## config.mk

```make
export PLATFORM = sky130hd
export DESIGN_NAME = gate_netlist_evaluator_flat
export DESIGN_NICKNAME = d
export VERILOG_FILES = /design/src/sv/gne_pkg.sv /design/src/sv/gne_if.sv /design/src/sv/gne_ctl.sv /design/src/sv/gne_dp.sv /design/src/sv/gate_netlist_evaluator.sv /design/src/flat_wrapper.sv
export SDC_FILE = /design/constraint.sdc
export NUM_CORES = 2
export LEC_CHECK = 0
export CORE_AREA = 5 5 253 440
export CTS_CLUSTER_SIZE = 24
export DETAILED_ROUTE_END_ITERATION = 6
export DIE_AREA = 0 0 258 445
export DONT_BUFFER_PORTS = 1
export PLACE_DENSITY = 0.72
export SLEW_MARGIN = 20
export SYNTH_ARGS = -nofsm -noshare
export SYNTH_HDL_FRONTEND = slang
export SYNTH_SLANG_ARGS = --single-unit
export TNS_END_PERCENT = 100
```

## constraint.sdc

```tcl
create_clock -name clk_i -period 12.4 [get_ports clk_i]
set_input_delay 1.24 -clock clk_i [delete_from_list [all_inputs] [get_ports clk_i]]
set_output_delay 1.24 -clock clk_i [all_outputs]
set_load 0.1 [all_outputs]
```

## src/sv/gne_pkg.sv

```systemverilog
// Shared types, command codes and controller/datapath bundles for the netlist evaluator.
package gne_pkg;

  localparam int IDX_W  = 6;
  localparam int FUNC_W = 3;
  localparam int KIND_W = 3;
  localparam int STAT_W = 2;

  localparam logic [FUNC_W-1:0] FUNC_ADD      = 3'd0;
  localparam logic [FUNC_W-1:0] FUNC_SET      = 3'd1;
  localparam logic [FUNC_W-1:0] FUNC_SIM      = 3'd2;
  localparam logic [FUNC_W-1:0] FUNC_READ     = 3'd3;
  localparam logic [FUNC_W-1:0] FUNC_READ_ALL = 3'd4;

  localparam logic [KIND_W-1:0] KIND_AND  = 3'd0;
  localparam logic [KIND_W-1:0] KIND_OR   = 3'd1;
  localparam logic [KIND_W-1:0] KIND_NAND = 3'd2;
  localparam logic [KIND_W-1:0] KIND_NOR  = 3'd3;
  localparam logic [KIND_W-1:0] KIND_XOR  = 3'd4;
  localparam logic [KIND_W-1:0] KIND_XNOR = 3'd5;
  localparam logic [KIND_W-1:0] KIND_NOT  = 3'd6;
  localparam logic [KIND_W-1:0] KIND_BAD  = 3'd7;

  localparam logic [STAT_W-1:0] ST_OK   = 2'd0;
  localparam logic [STAT_W-1:0] ST_FULL = 2'd1;
  localparam logic [STAT_W-1:0] ST_KIND = 2'd2;

  typedef struct packed {
    logic [FUNC_W-1:0] func;
    logic [KIND_W-1:0] gate_kind;
    logic [IDX_W-1:0]  first_node;
    logic [IDX_W-1:0]  second_node;
    logic [IDX_W-1:0]  out_node;
    logic              level;
  } in_beat_t;

  typedef struct packed {
    logic [IDX_W-1:0]  node_index;
    logic              node_level;
    logic              last;
    logic [STAT_W-1:0] status;
  } out_beat_t;

  typedef struct packed {
    logic [KIND_W-1:0] kind;
    logic [IDX_W-1:0]  a;
    logic [IDX_W-1:0]  b;
    logic [IDX_W-1:0]  y;
  } gate_t;

  // controller -> datapath
  typedef struct packed {
    logic latch;        // capture input beat
    logic add;          // add gate command
    logic set;          // set node command
    logic rd_first;     // read node command: read port A at first_node
    logic ra_clr;       // start read-all sweep
    logic ra_rd;        // read port A at sweep index
    logic ra_step;      // advance sweep index
    logic sim_clr;      // start simulate
    logic gate_rd;      // read gate table entry
    logic node_rd_gate; // read gate inputs from node store
    logic sim_eval;     // evaluate gate, write output node
    logic out_load;     // load output register
  } ctl_cmd_t;

  // datapath -> controller
  typedef struct packed {
    logic [FUNC_W-1:0] func;
    logic gc_zero;
    logic nc_zero;
    logic sim_i_last;
    logic sim_j_last;
    logic ra_last;
    logic out_free;
  } dp_stat_t;

endpackage

```

## src/sv/gne_if.sv

```systemverilog
// Valid/ready channel interfaces for command and result beats.
interface gne_in_if;
  import gne_pkg::*;
  logic     valid;
  logic     ready;
  in_beat_t data;
  modport source (output valid, output data, input ready);
  modport sink   (input valid, input data, output ready);
endinterface

interface gne_out_if;
  import gne_pkg::*;
  logic      valid;
  logic      ready;
  out_beat_t data;
  modport source (output valid, output data, input ready);
  modport sink   (input valid, input data, output ready);
endinterface

```

## src/sv/gne_ctl.sv

```systemverilog
// Command sequencer: accepts a beat, dispatches it and steps simulate and read-all.
module gne_ctl (
  input  logic              clk_i,
  input  logic              rst_ni,
  input  logic              in_valid_i,
  output logic              in_ready_o,
  input  gne_pkg::dp_stat_t stat_i,
  output gne_pkg::ctl_cmd_t cmd_o
);
  import gne_pkg::*;

  localparam logic [2:0] S_IDLE  = 3'd0;
  localparam logic [2:0] S_DISP  = 3'd1;
  localparam logic [2:0] S_EMIT  = 3'd2;
  localparam logic [2:0] S_RA_RD = 3'd3;
  localparam logic [2:0] S_SIM_G = 3'd4;
  localparam logic [2:0] S_SIM_N = 3'd5;
  localparam logic [2:0] S_SIM_E = 3'd6;

  logic [2:0] state_q, state_d;

  always_ff @(posedge clk_i or negedge rst_ni) begin
    if (!rst_ni) begin
      state_q <= S_IDLE;
    end else begin
      state_q <= state_d;
    end
  end

  always_comb begin
    state_d    = state_q;
    cmd_o      = '0;
    in_ready_o = 1'b0;
    unique case (state_q)
      S_IDLE: begin
        in_ready_o = 1'b1;
        if (in_valid_i) begin
          cmd_o.latch = 1'b1;
          state_d     = S_DISP;
        end
      end
      S_DISP: begin
        case (stat_i.func)
          FUNC_ADD: begin
            cmd_o.add = 1'b1;
            state_d   = S_EMIT;
          end
          FUNC_SET: begin
            cmd_o.set = 1'b1;
            state_d   = S_IDLE;
          end
          FUNC_SIM: begin
            cmd_o.sim_clr = 1'b1;
            state_d       = stat_i.gc_zero ? S_IDLE : S_SIM_G;
          end
          FUNC_READ: begin
            cmd_o.rd_first = 1'b1;
            state_d        = S_EMIT;
          end
          FUNC_READ_ALL: begin
            cmd_o.ra_clr = 1'b1;
            state_d      = stat_i.nc_zero ? S_IDLE : S_RA_RD;
          end
          default: state_d = S_IDLE;
        endcase
      end
      S_EMIT: begin
        if (stat_i.out_free) begin
          cmd_o.out_load = 1'b1;
          if (stat_i.func == FUNC_READ_ALL) begin
            cmd_o.ra_step = 1'b1;
            state_d       = stat_i.ra_last ? S_IDLE : S_RA_RD;
          end else begin
            state_d = S_IDLE;
          end
        end
      end
      S_RA_RD: begin
        cmd_o.ra_rd = 1'b1;
        state_d     = S_EMIT;
      end
      S_SIM_G: begin
        cmd_o.gate_rd = 1'b1;
        state_d       = S_SIM_N;
      end
      S_SIM_N: begin
        cmd_o.node_rd_gate = 1'b1;
        state_d            = S_SIM_E;
      end
      S_SIM_E: begin
        cmd_o.sim_eval = 1'b1;
        state_d = (stat_i.sim_i_last && stat_i.sim_j_last) ? S_IDLE : S_SIM_G;
      end
      default: state_d = S_IDLE;
    endcase
  end

  a_accept_dispatch: assert property (@(posedge clk_i) disable iff (!rst_ni)
    (in_valid_i && in_ready_o) |=> (state_q == S_DISP))
    else $error("accepted beat not dispatched");

  a_load_only_emit: assert property (@(posedge clk_i) disable iff (!rst_ni)
    cmd_o.out_load |-> (state_q == S_EMIT))
    else $error("output load outside emit");

endmodule

```

## src/sv/gne_dp.sv

```systemverilog
// Datapath: gate table, node store, counters and the output register.
module gne_dp #(
  parameter int MAX_NODES = 64,
  parameter int MAX_GATES = 64
) (
  input  logic               clk_i,
  input  logic               rst_ni,
  input  gne_pkg::ctl_cmd_t  cmd_i,
  output gne_pkg::dp_stat_t  stat_o,
  input  gne_pkg::in_beat_t  in_data_i,
  input  logic               out_ready_i,
  output logic               out_valid_o,
  output gne_pkg::out_beat_t out_data_o
);
  import gne_pkg::*;

  localparam int NW  = $clog2(MAX_NODES);
  localparam int GW  = (MAX_GATES > 1) ? $clog2(MAX_GATES) : 1;
  localparam int GCW = $clog2(MAX_GATES + 1);
  localparam int NCW = $clog2(MAX_NODES + 1);

  function automatic logic [NCW-1:0] touch(input logic [NCW-1:0] nc,
                                           input logic [IDX_W-1:0] idx,
                                           input logic en);
    logic [IDX_W:0] nxt;
    nxt = {1'b0, idx} + 1'b1;
    if (en && (int'(idx) < MAX_NODES) && (int'(nxt) > int'(nc))) begin
      return NCW'(nxt);
    end
    return nc;
  endfunction

  function automatic logic eval_gate(input logic [KIND_W-1:0] kind,
                                     input logic a, input logic b);
    case (kind)
      KIND_AND:  return a & b;
      KIND_OR:   return a | b;
      KIND_NAND: return ~(a & b);
      KIND_NOR:  return ~(a | b);
      KIND_XOR:  return a ^ b;
      KIND_XNOR: return ~(a ^ b);
      KIND_NOT:  return ~a;
      default:   return 1'b0;
    endcase
  endfunction

  in_beat_t          cmd_q;
  logic [STAT_W-1:0] add_stat_q;
  logic [GCW-1:0]    gc_q, si_q, sj_q;
  logic [NCW-1:0]    nc_q, nc_d, ra_q;
  gate_t             gate_mem [MAX_GATES];
  gate_t             gate_rd_q;
  logic              node_mem [MAX_NODES];
  logic [MAX_NODES-1:0] node_vld_q;
  logic              rd_a_q, rd_b_q, ok_a_q, ok_b_q;
  logic              out_valid_q;
  out_beat_t         out_q, out_d;

  logic              full, kind_bad, add_ok;
  logic              node_a, node_b;
  logic              re_a, re_b;
  logic [IDX_W-1:0]  addr_a, addr_b;
  logic              node_we, node_wd;
  logic [IDX_W-1:0]  node_wa;
  logic              out_free;

  assign full     = (int'(gc_q) >= MAX_GATES);
  assign kind_bad = (cmd_q.gate_kind == KIND_BAD);
  assign add_ok   = cmd_i.add && !full && !kind_bad;
  assign node_a   = rd_a_q & ok_a_q;
  assign node_b   = rd_b_q & ok_b_q;
  assign out_free = !out_valid_q || out_ready_i;

  // node store ports
  always_comb begin
    re_a    = cmd_i.rd_first || cmd_i.ra_rd || cmd_i.node_rd_gate;
    re_b    = cmd_i.node_rd_gate;
    addr_b  = gate_rd_q.b;
    if (cmd_i.rd_first) begin
      addr_a = cmd_q.first_node;
    end else if (cmd_i.ra_rd) begin
      addr_a = IDX_W'(ra_q);
    end else begin
      addr_a = gate_rd_q.a;
    end
    node_we = cmd_i.set || cmd_i.sim_eval;
    if (cmd_i.set) begin
      node_wa = cmd_q.first_node;
      node_wd = cmd_q.level;
    end else begin
      node_wa = gate_rd_q.y;
      node_wd = eval_gate(gate_rd_q.kind, node_a, node_b);
    end
  end

  // an entry never written reads as zero; out-of-range indices read zero, drop writes
  always_ff @(posedge clk_i) begin
    if (node_we && (int'(node_wa) < MAX_NODES)) begin
      node_mem[node_wa[NW-1:0]] <= node_wd;
    end
    if (re_a) begin
      rd_a_q <= node_mem[addr_a[NW-1:0]];
    end
    if (re_b) begin
      rd_b_q <= node_mem[addr_b[NW-1:0]];
    end
  end

  always_ff @(posedge clk_i or negedge rst_ni) begin
    if (!rst_ni) begin
      node_vld_q <= '0;
      ok_a_q     <= 1'b0;
      ok_b_q     <= 1'b0;
    end else begin
      if (node_we && (int'(node_wa) < MAX_NODES)) begin
        node_vld_q[node_wa[NW-1:0]] <= 1'b1;
      end
      if (re_a) begin
        ok_a_q <= (int'(addr_a) < MAX_NODES) && node_vld_q[addr_a[NW-1:0]];
      end
      if (re_b) begin
        ok_b_q <= (int'(addr_b) < MAX_NODES) && node_vld_q[addr_b[NW-1:0]];
      end
    end
  end

  // gate table
  always_ff @(posedge clk_i) begin
    if (add_ok) begin
      gate_mem[gc_q[GW-1:0]] <= '{kind: cmd_q.gate_kind, a: cmd_q.first_node,
                                  b: cmd_q.second_node, y: cmd_q.out_node};
    end
    if (cmd_i.gate_rd) begin
      gate_rd_q <= gate_mem[si_q[GW-1:0]];
    end
  end

  always_ff @(posedge clk_i) begin
    if (cmd_i.latch) begin
      cmd_q <= in_data_i;
    end
    if (cmd_i.add) begin
      add_stat_q <= full ? ST_FULL : (kind_bad ? ST_KIND : ST_OK);
    end
  end

  always_comb begin
    nc_d = nc_q;
    if (add_ok) begin
      nc_d = touch(touch(touch(nc_q, cmd_q.first_node, 1'b1), cmd_q.second_node,
                         cmd_q.gate_kind != KIND_NOT), cmd_q.out_node, 1'b1);
    end else if (cmd_i.set || cmd_i.rd_first) begin
      nc_d = touch(nc_q, cmd_q.first_node, 1'b1);
    end
  end

  always_ff @(posedge clk_i or negedge rst_ni) begin
    if (!rst_ni) begin
      gc_q <= '0;
      nc_q <= '0;
      si_q <= '0;
      sj_q <= '0;
      ra_q <= '0;
    end else begin
      nc_q <= nc_d;
      if (add_ok) begin
        gc_q <= gc_q + GCW'(1);
      end
      if (cmd_i.sim_clr) begin
        si_q <= '0;
        sj_q <= '0;
      end else if (cmd_i.sim_eval) begin
        if (stat_o.sim_i_last) begin
          si_q <= '0;
          sj_q <= sj_q + GCW'(1);
        end else begin
          si_q <= si_q + GCW'(1);
        end
      end
      if (cmd_i.ra_clr) begin
        ra_q <= '0;
      end else if (cmd_i.ra_step) begin
        ra_q <= ra_q + NCW'(1);
      end
    end
  end

  // output register
  always_comb begin
    case (cmd_q.func)
      FUNC_ADD: out_d = '{node_index: cmd_q.out_node, node_level: 1'b0,
                          last: 1'b1, status: add_stat_q};
      FUNC_READ: out_d = '{node_index: cmd_q.first_node, node_level: node_a,
                           last: 1'b1, status: ST_OK};
      default: out_d = '{node_index: IDX_W'(ra_q), node_level: node_a,
                         last: stat_o.ra_last, status: ST_OK};
    endcase
  end

  always_ff @(posedge clk_i) begin
    if (cmd_i.out_load) begin
      out_q <= out_d;
    end
  end

  always_ff @(posedge clk_i or negedge rst_ni) begin
    if (!rst_ni) begin
      out_valid_q <= 1'b0;
    end else if (cmd_i.out_load) begin
      out_valid_q <= 1'b1;
    end else if (out_ready_i) begin
      out_valid_q <= 1'b0;
    end
  end

  assign out_valid_o = out_valid_q;
  assign out_data_o  = out_q;

  always_comb begin
    stat_o            = '0;
    stat_o.func       = cmd_q.func;
    stat_o.gc_zero    = (gc_q == '0);
    stat_o.nc_zero    = (nc_q == '0);
    stat_o.sim_i_last = ((si_q + GCW'(1)) == gc_q);
    stat_o.sim_j_last = ((sj_q + GCW'(1)) == gc_q);
    stat_o.ra_last    = ((ra_q + NCW'(1)) == nc_q);
    stat_o.out_free   = out_free;
  end

  a_gc_bound: assert property (@(posedge clk_i) disable iff (!rst_ni)
    int'(gc_q) <= MAX_GATES)
    else $error("gate count beyond table");

  a_nc_bound: assert property (@(posedge clk_i) disable iff (!rst_ni)
    int'(nc_q) <= MAX_NODES)
    else $error("node count beyond node store");

  a_no_overwrite: assert property (@(posedge clk_i) disable iff (!rst_ni)
    cmd_i.out_load |-> out_free)
    else $error("pending result overwritten");

endmodule

```

## src/sv/gate_netlist_evaluator.sv

```systemverilog
// Top level of the two-input gate netlist evaluator.
// One command beat is taken at a time; in_i is ready only while no command is in
// progress, but a finished result may still sit in the output register. Add
// gate, read node and each node of read all wait for a free output register;
// simulate makes gc passes over its gc gates, and every gate evaluation is a
// gate table read, a node store read of both inputs, and a write-back in turn,
// and the next evaluation must see that write.
module gate_netlist_evaluator #(
  parameter int MAX_NODES = 64,
  parameter int MAX_GATES = 64
) (
  input  logic      clk_i,
  input  logic      rst_ni,
  gne_in_if.sink    in_i,
  gne_out_if.source out_o
);
  import gne_pkg::*;

  ctl_cmd_t  cmd;
  dp_stat_t  stat;
  logic      in_ready;
  logic      out_valid;
  out_beat_t out_data;

  gne_ctl u_ctl (
    .clk_i      (clk_i),
    .rst_ni     (rst_ni),
    .in_valid_i (in_i.valid),
    .in_ready_o (in_ready),
    .stat_i     (stat),
    .cmd_o      (cmd)
  );

  gne_dp #(
    .MAX_NODES (MAX_NODES),
    .MAX_GATES (MAX_GATES)
  ) u_dp (
    .clk_i       (clk_i),
    .rst_ni      (rst_ni),
    .cmd_i       (cmd),
    .stat_o      (stat),
    .in_data_i   (in_i.data),
    .out_ready_i (out_o.ready),
    .out_valid_o (out_valid),
    .out_data_o  (out_data)
  );

  assign in_i.ready  = in_ready;
  assign out_o.valid = out_valid;
  assign out_o.data  = out_data;

endmodule

```

## src/flat_wrapper.sv

```systemverilog
// flat-port wrapper written by rule: the top's interface ports become plain ports
module gate_netlist_evaluator_flat import gne_pkg::*;
#(
  parameter int MAX_NODES = 64,
  parameter int MAX_GATES = 64
)
  (clk_i, rst_ni, in_i_valid, in_i_data, in_i_ready, out_o_valid, out_o_data, out_o_ready);
  gne_in_if in_i_i ();
  gne_out_if out_o_i ();
  input  logic clk_i;
  input  logic rst_ni;
  input wire logic [$bits(in_i_i.valid)-1:0] in_i_valid;
  input wire logic [$bits(in_i_i.data)-1:0] in_i_data;
  output wire logic [$bits(in_i_i.ready)-1:0] in_i_ready;
  output wire logic [$bits(out_o_i.valid)-1:0] out_o_valid;
  output wire logic [$bits(out_o_i.data)-1:0] out_o_data;
  input wire logic [$bits(out_o_i.ready)-1:0] out_o_ready;
  assign in_i_i.valid = in_i_valid;
  assign in_i_i.data = in_i_data;
  assign in_i_ready = in_i_i.ready;
  assign out_o_valid = out_o_i.valid;
  assign out_o_data = out_o_i.data;
  assign out_o_i.ready = out_o_ready;
  gate_netlist_evaluator #(.MAX_NODES(MAX_NODES), .MAX_GATES(MAX_GATES)) u_core (.clk_i(clk_i), .rst_ni(rst_ni), .in_i(in_i_i), .out_o(out_o_i));
endmodule
```

* After elaboration in Yosys (flattened, before gate mapping)
Memories as Yosys holds them, arrays and structs flattened. A register that Yosys moved wholly into a read port is not among the register bits.
Cells that the tools add are included.
** Operators by class
- $add $sub $neg :: 7
- Magnitude comparators :: 8
- Eq/ne operators :: 23
- Muxes and demuxes :: 73
- Bitwise gates (word level) :: 10
- Reduce and logical (&&, ||, !) cells :: 28
** Operators by type and width (count)
- $mux 7 :: 19
- $or 64x64->64 :: 1
- $mux 1 :: 35
- $add 7x1->7 const B :: 4
- $eq 3x3->1 const B :: 8
- $add 6x1->7 const B :: 3
- $eq 7x7->1 :: 3
- $gt 7x7->1 :: 3
- $lt 6x7->1 const B :: 3
- $pmux 3 s7 :: 1
- $pmux 10 s2 :: 1
- $eq 3x2->1 const B :: 6
- $mux 6 :: 3
- $logic_not 7->1 :: 2
- $bmux 1 s6 :: 2
- $mux 3 :: 4
- $reduce_bool 2->1 :: 6
- $eq 3x1->1 const B :: 3
- $logic_not 3->1 :: 3
- $pmux 3 s3 :: 1
- $mux 2 :: 4
- $ge 7x7->1 const B :: 1
- $pmux 1 s7 :: 1
- $demux 1 s6 :: 1
- other kinds (13) :: 31
** Word-level totals
- Flip-flop bits (word level) :: 142
- Memory bits (writable) :: 1408
- Input bits :: 29
- Output and inout port bits :: 12
- Word-level logic and storage cells :: 172
- Memories :: 2
** Memories
- u_core.u_dp.gate_mem :: words 64, width 21, rd ports 1, clocked after Yosys merged registers in 1, wr ports 1, RTL line gne_dp.sv:51 : gate_t gate_mem [MAX_GATES];
- u_core.u_dp.node_mem :: words 64, width 1, rd ports 2, clocked after Yosys merged registers in 2, wr ports 1, RTL line gne_dp.sv:53 : logic node_mem [MAX_NODES];

* Depth between registers and ports, before layout
- Depth in word-level cells :: 19
- Gate-level depth with buffers :: 32
- Mapped depth without buffers :: 29

* By module
A second synthesis with hierarchy kept.
** Second synthesis, totals
- Cell total of the unflattened synthesis :: 3723
- Area, all modules :: 64291.7 um^2
** By module, submodules not included
- gne_dp :: instances 1, cells each 3679, area each 63968.9 um^2, seq. area each 46634.7 um^2
- gne_ctl :: instances 1, cells each 44, area each 322.8 um^2, seq. area each 75.1 um^2

* Worst setup path before layout
OpenSTA, ideal clock, no wires.
- Kind :: register -> register
- From :: reg u_core.u_dp.cmd_q[14] (netlist bit)
- To :: reg u_core.u_dp.nc_q[3]
- Library setup time :: 0.123 ns
- Data arrival time :: 6.292 ns
- Required time :: 12.277 ns
- Setup slack :: 5.985 ns
- Cell stages (with the launch flop) :: 28
- Path buffers :: 2
- Period minus slack after synthesis :: 6.415 ns
- Cell sequence :: edfxtp_1 > ha_1 > nand3_1 > xnor2_1 > ha_1 > a21o_1 > a21o_1 > a211oi_1 > o21bai_1 > buf_2 > mux2i_1 > inv_1 > ha_1 > nor2b_1 > o21ai_0 > nand2b_1 > a21oi_1 > o21ai_1 > o221a_2 > clkbuf_1 > mux2_2 > ha_1 > a21o_1 > a21oi_1 > o21ai_0 > o22ai_1 > nand2_1 > o221a_2
** Between the ends
- Word-level cells in the longest chain between the ends :: 17
- Elaborated cells on any way between the ends :: 24
- Classes of those cells :: add/sub (1); order compare (3); mux (17); reduce/logical (3)
** RTL lines
- start: declaration :: RTL line gne_dp.sv:47 : in_beat_t cmd_q;
- start signal: assignment :: RTL line gne_dp.sv:140 : cmd_q <= in_data_i;
- $add 6x1->7 * :: RTL line gne_dp.sv:26 : nxt = {1'b0, idx} + 1'b1;
- $gt 7x7->1 :: RTL line gne_dp.sv:27 : if (en && (int'(idx) < MAX_NODES) && (int'(nxt) > int'(nc))) begin
- $mux 1 :: RTL line gne_dp.sv:27
- $mux 1 :: RTL line gne_dp.sv:149 : if (add_ok) begin
- $mux 7 :: RTL line gne_dp.sv:30 : return nc;
- $mux 7 :: RTL line gne_dp.sv:149
- $gt 7x7->1 :: RTL line gne_dp.sv:27
- $logic_and 1x1->1 :: RTL line gne_dp.sv:27
- $mux 1 :: RTL line gne_dp.sv:27
- $mux 1 :: RTL line gne_dp.sv:149
- $mux 7 :: RTL line gne_dp.sv:30
- $mux 7 :: RTL line gne_dp.sv:149
- $gt 7x7->1 :: RTL line gne_dp.sv:27
- $mux 1 :: RTL line gne_dp.sv:27
- $mux 1 :: RTL line gne_dp.sv:149
- $mux 7 :: RTL line gne_dp.sv:30
- $mux 7 :: RTL line gne_dp.sv:149
- end signal: assignment :: RTL line gne_dp.sv:165 : nc_q <= nc_d;
- end: declaration :: RTL line gne_dp.sv:50 : logic [NCW-1:0] nc_q, nc_d, ra_q;
Mark *: on every way between the ends. The rest lies on a longest branch, timed or not. The select of a mux whose other input is x is not followed.
A chain may end at the register's enable or synchronous reset.

* Final worst setup path
Same ends and word-level chain as after synthesis.

==> results.md <==
* Post-synth top area cell: edfxtp_1
* Cell-internal power at just under 10 mW
* Total clock buffers created by CTS at 137
* Final cell utilization of the core at approximately two thirds
* Most area-consuming cells after synthesis: edfxtp_1 69%, mux4_2 17%, dfrtp_1 4.1%
* Iter 0 DRT Violations at 3805
* Final Max Tran Viols at 0
* Gate Count Post-Synth at about 3100
* Number of instances resized during post-cts repair at 0
* Total of fill cells in the finished design at around 6700
* Endpoints failing setup at 0
* Power per Cell Area at about 200 nW/um^2
* Largest voltage drop on the vdd net at about 0.15 mV
* Leading cell type in the layout, fill and taps excluded: edfxtp_1
* Area Growth Syn to Fin at 10.2%
* Share of power burned in registers at around 47%
* CP bufs+invs at 1
* Final antenna-violating net count at 0
* Count of buffers from port buffering at 0
* CP max-delay cell: o22ai_1
* Final Net Count at roughly 3200
* Kind of capture point of the worst setup path: flop
* Row Count at roughly 160
* Required time reported for the critical path endpoint at roughly 13 ns
* Total wire length after detailed routing at 162000 microns
* TritonCTS clock tree: yes
* Cell family with most CP delay: compound AO/OA/AOI/OAI gates
* Share of the clock period used by the worst path at between 50% and 60%
* Number of enable flip-flop cells after synthesis at 1468
* Area of the multi-input gates at 16400 sq um
* Fraction of registers with async set/reset at under 10%
* HPWL after DPL at 95400 microns
* Total Die Area at about 110000 sq um
* Fraction of layout cells with a size suffix above 1 at 27.2%
* Root Buffer Master: clkbuf_16
* Distinct cell type count after synthesis at between 70 and 80
* Antenna violations before repair at 15
* Core Area at 107000 sq um
* Non-filler instance count after layout at approximately 4600
* Mean area per synthesized cell at 20.7 sq um
* Result of the run: completed
* MaxCap Viol Count at 0
* Worst-Margin Slew at approximately 1.2 ns
* Hold Vio Cnt, Final at 0
* Data arrival time of the critical path at roughly 7.5 ns
* Number of detailed-routing iterations run before antenna repair at 7
* Maximum number of pins on one net before global-route repair at ~110
* Total global routing track utilization at between 20% and 30%
* Mapped Area at ~64000 sq um
* Standby leakage power at 22.3 nW
* Register Area at 46700 sq um
* Post-route clock skew at 0.0258 ns
* Depth of the CTS H-tree at 4
* Synthesized flop and latch total at approximately 1600
* Maximum single-stage delay on the critical path at about 0.61 ns
* Die Span X at 258 microns
* Clock tree sinks at ~1600
* First-pass GRT wire length at 233000 microns
* Placed Instances at between 4000 and 5000
* Total of warnings raised by yosys at 0
* NetSw at roughly 3.9 mW
* Startpoint kind of the worst setup timing path: flop
* Net count of the mapped netlist at between 3000 and 4000
* Fraction of post-synthesis cell area in the top cell type by area at between 60% and 70%
* Worst slew margin relative to its limit at 22.2%
* Clock-pin slew reported for the worst setup and hold paths after clock tree synthesis at approximately 0.07 ns
* Primary FF master, synth: edfxtp_1
* Final global-route overflow total at 0
* Post-CTS Setup Inserts at 0
* Category of the critical setup timing path: reg -> reg
* Final sum of negative setup slack at 0 ns
* Final Wtd Congestion at 0.916
* Worst min-delay path class: in -> async
* Number of hold-repair buffers added at the cts stage at 0
* Part of the Yosys area used for sequential elements at between 70% and 80%
* Maximum fanout along the worst path at 70
* Min Tclk post-route at 6.85 ns
* Vertical die dimension at about 450 microns
* Maximum frequency from static timing analysis at 146 MHz
* IO Pins at between 40 and 50
* Combinational share of power at between 20 and 25%
* Maximum clock path buffer count at 3
* Via count at about 32000
* Worst-skew pair later-pin latency at 0.77 ns
* Setup repair after global routing missed its margin: no
* Via count of the first global-routing pass at 32800
* Critical Path Most Common Cell: ha_1
* Fraction of power spent switching nets at between 20% and 30%
* Post-detailed-route via-to-cell ratio at around 7
* Commonest non-fill, non-tap cells in the layout: 1468 x edfxtp_1, 483 x mux4_2, 144 x clkbuf_16, 105 x nor2_1, 104 x buf_4
* Remaining routing DRC violations at 0
* Effective utilization at floorplan at between 50% and 60%
* Wirelength per Cell at 34.9 microns
* Clock group share of total power at a little under a third
## routing by layer
| metal | track usage (%) | vias up | wire (microns) |
|---|---|---|---|
| li1 | - | 12800 | - |
| met5 | 0 | - | 49 |
| met3 | 5.24 | 369 | 11800 |
| met1 | 35.1 | 16900 | 55400 |
| met2 | 49.3 | 1620 | 85400 |
| met4 | 13.8 | 8 | 9060 |
## synth_stat cells (30+ instances only)
cell	number
o21ai_0	48
nand2_1	88
nor2_1	169
buf_2	57
a21oi_1	37
inv_1	30
ha_1	32
nand3_1	37
or2_1	67
clkbuf_1	94
xnor2_1	34
mux2i_1	98
edfxtp_1	1468
mux4_2	483
dfrtp_1	105
## layout make-up
class	count	share of cell area (%)
clock buffers	170	5.28
well taps	1368	2.44
flip-flops and latches	1573	66.5
clock inverters	75	0.985
diodes	10	0.0356
multi-input cells	1300	23.3
inverters	33	0.176
repair buffers	108	1.24
## flip-flops by register name, summed over array words and instances (netlist names), 2 cells and up
signal                  count
u_core.u_dp.gate_mem     1344
u_core.u_dp.node_mem       64
u_core.u_dp.node_vld_q     64
u_core.u_dp.cmd_q          22
u_core.u_dp.gate_rd_q      15
u_core.u_dp.out_data_o     10
u_core.u_dp.gc_q            7
u_core.u_dp.nc_q            7
u_core.u_dp.ra_q            7
u_core.u_dp.si_q            7
u_core.u_dp.sj_q            7
u_core.u_dp.addr_b          6
u_core.u_ctl.state_q        3
u_core.u_dp.stat_o          3
u_core.u_dp.add_stat_q      2
## metrics by stage
step / area [sq um] / hold slack (ns) / power, mW / worst slack, ns
floorplan: 63700 / 0.443 / 8.68 / 5.98
global placement: 65800 / 0.463 / 9.58 / 5.57
detailed placement: 65800 / 0.472 / 9.64 / 5.63
CTS: 70200 / 0.145 / 13.8 / 5.57
global route: 70200 / 0.146 / 14.2 / 5.08
finish: 70200 / 0.192 / 13.7 / 5.55
## cells by family (layout without fill, tap and decap cells)
kind of cell	after synthesis	count (layout)	synth area share [%]
simple gates	465	465	3.58
buf+inv	207	386	1.42
xor+xnor	55	55	0.767
compound gates	161	161	1.62
other cells	0	10	0
fa+ha+maj	32	32	0.628
mux	587	587	18.7
flops	1573	1573	73.3
## final timing paths
kind	start	to	slack, ns	cells after the start
setup / recovery	u_core.u_dp.cmd_q[14]	u_core.u_dp.nc_q[3]	5.55	25
hold / removal	rst_ni	u_core.u_dp.node_vld_q[21]	0.19	0
setup reg to reg	u_core.u_dp.cmd_q[14]	u_core.u_dp.nc_q[3]	5.55	25
hold reg to reg	u_core.u_dp.ok_b_q	u_core.u_dp.ok_b_q	0.49	2
max in group asynchronous	rst_ni	u_core.u_dp.ra_q[6]	11.89	0
min in group clk_i	u_core.u_dp.ok_b_q	u_core.u_dp.ok_b_q	0.49	2
## power by group through the flow
| stage | clock network, mW | logic, mW | registers, mW |
|---|---|---|---|
| after floorplan | 0 | 2.16 | 6.51 |
| after global placement | 0 | 3.04 | 6.54 |
| after detailed placement | 0 | 3.09 | 6.55 |
| after CTS | 4.29 | 3.11 | 6.43 |
| after global routing | 4.52 | 3.28 | 6.45 |
| final | 4.23 | 3.08 | 6.43 |
No activity file was read; power rests on OpenSTA's default activity.
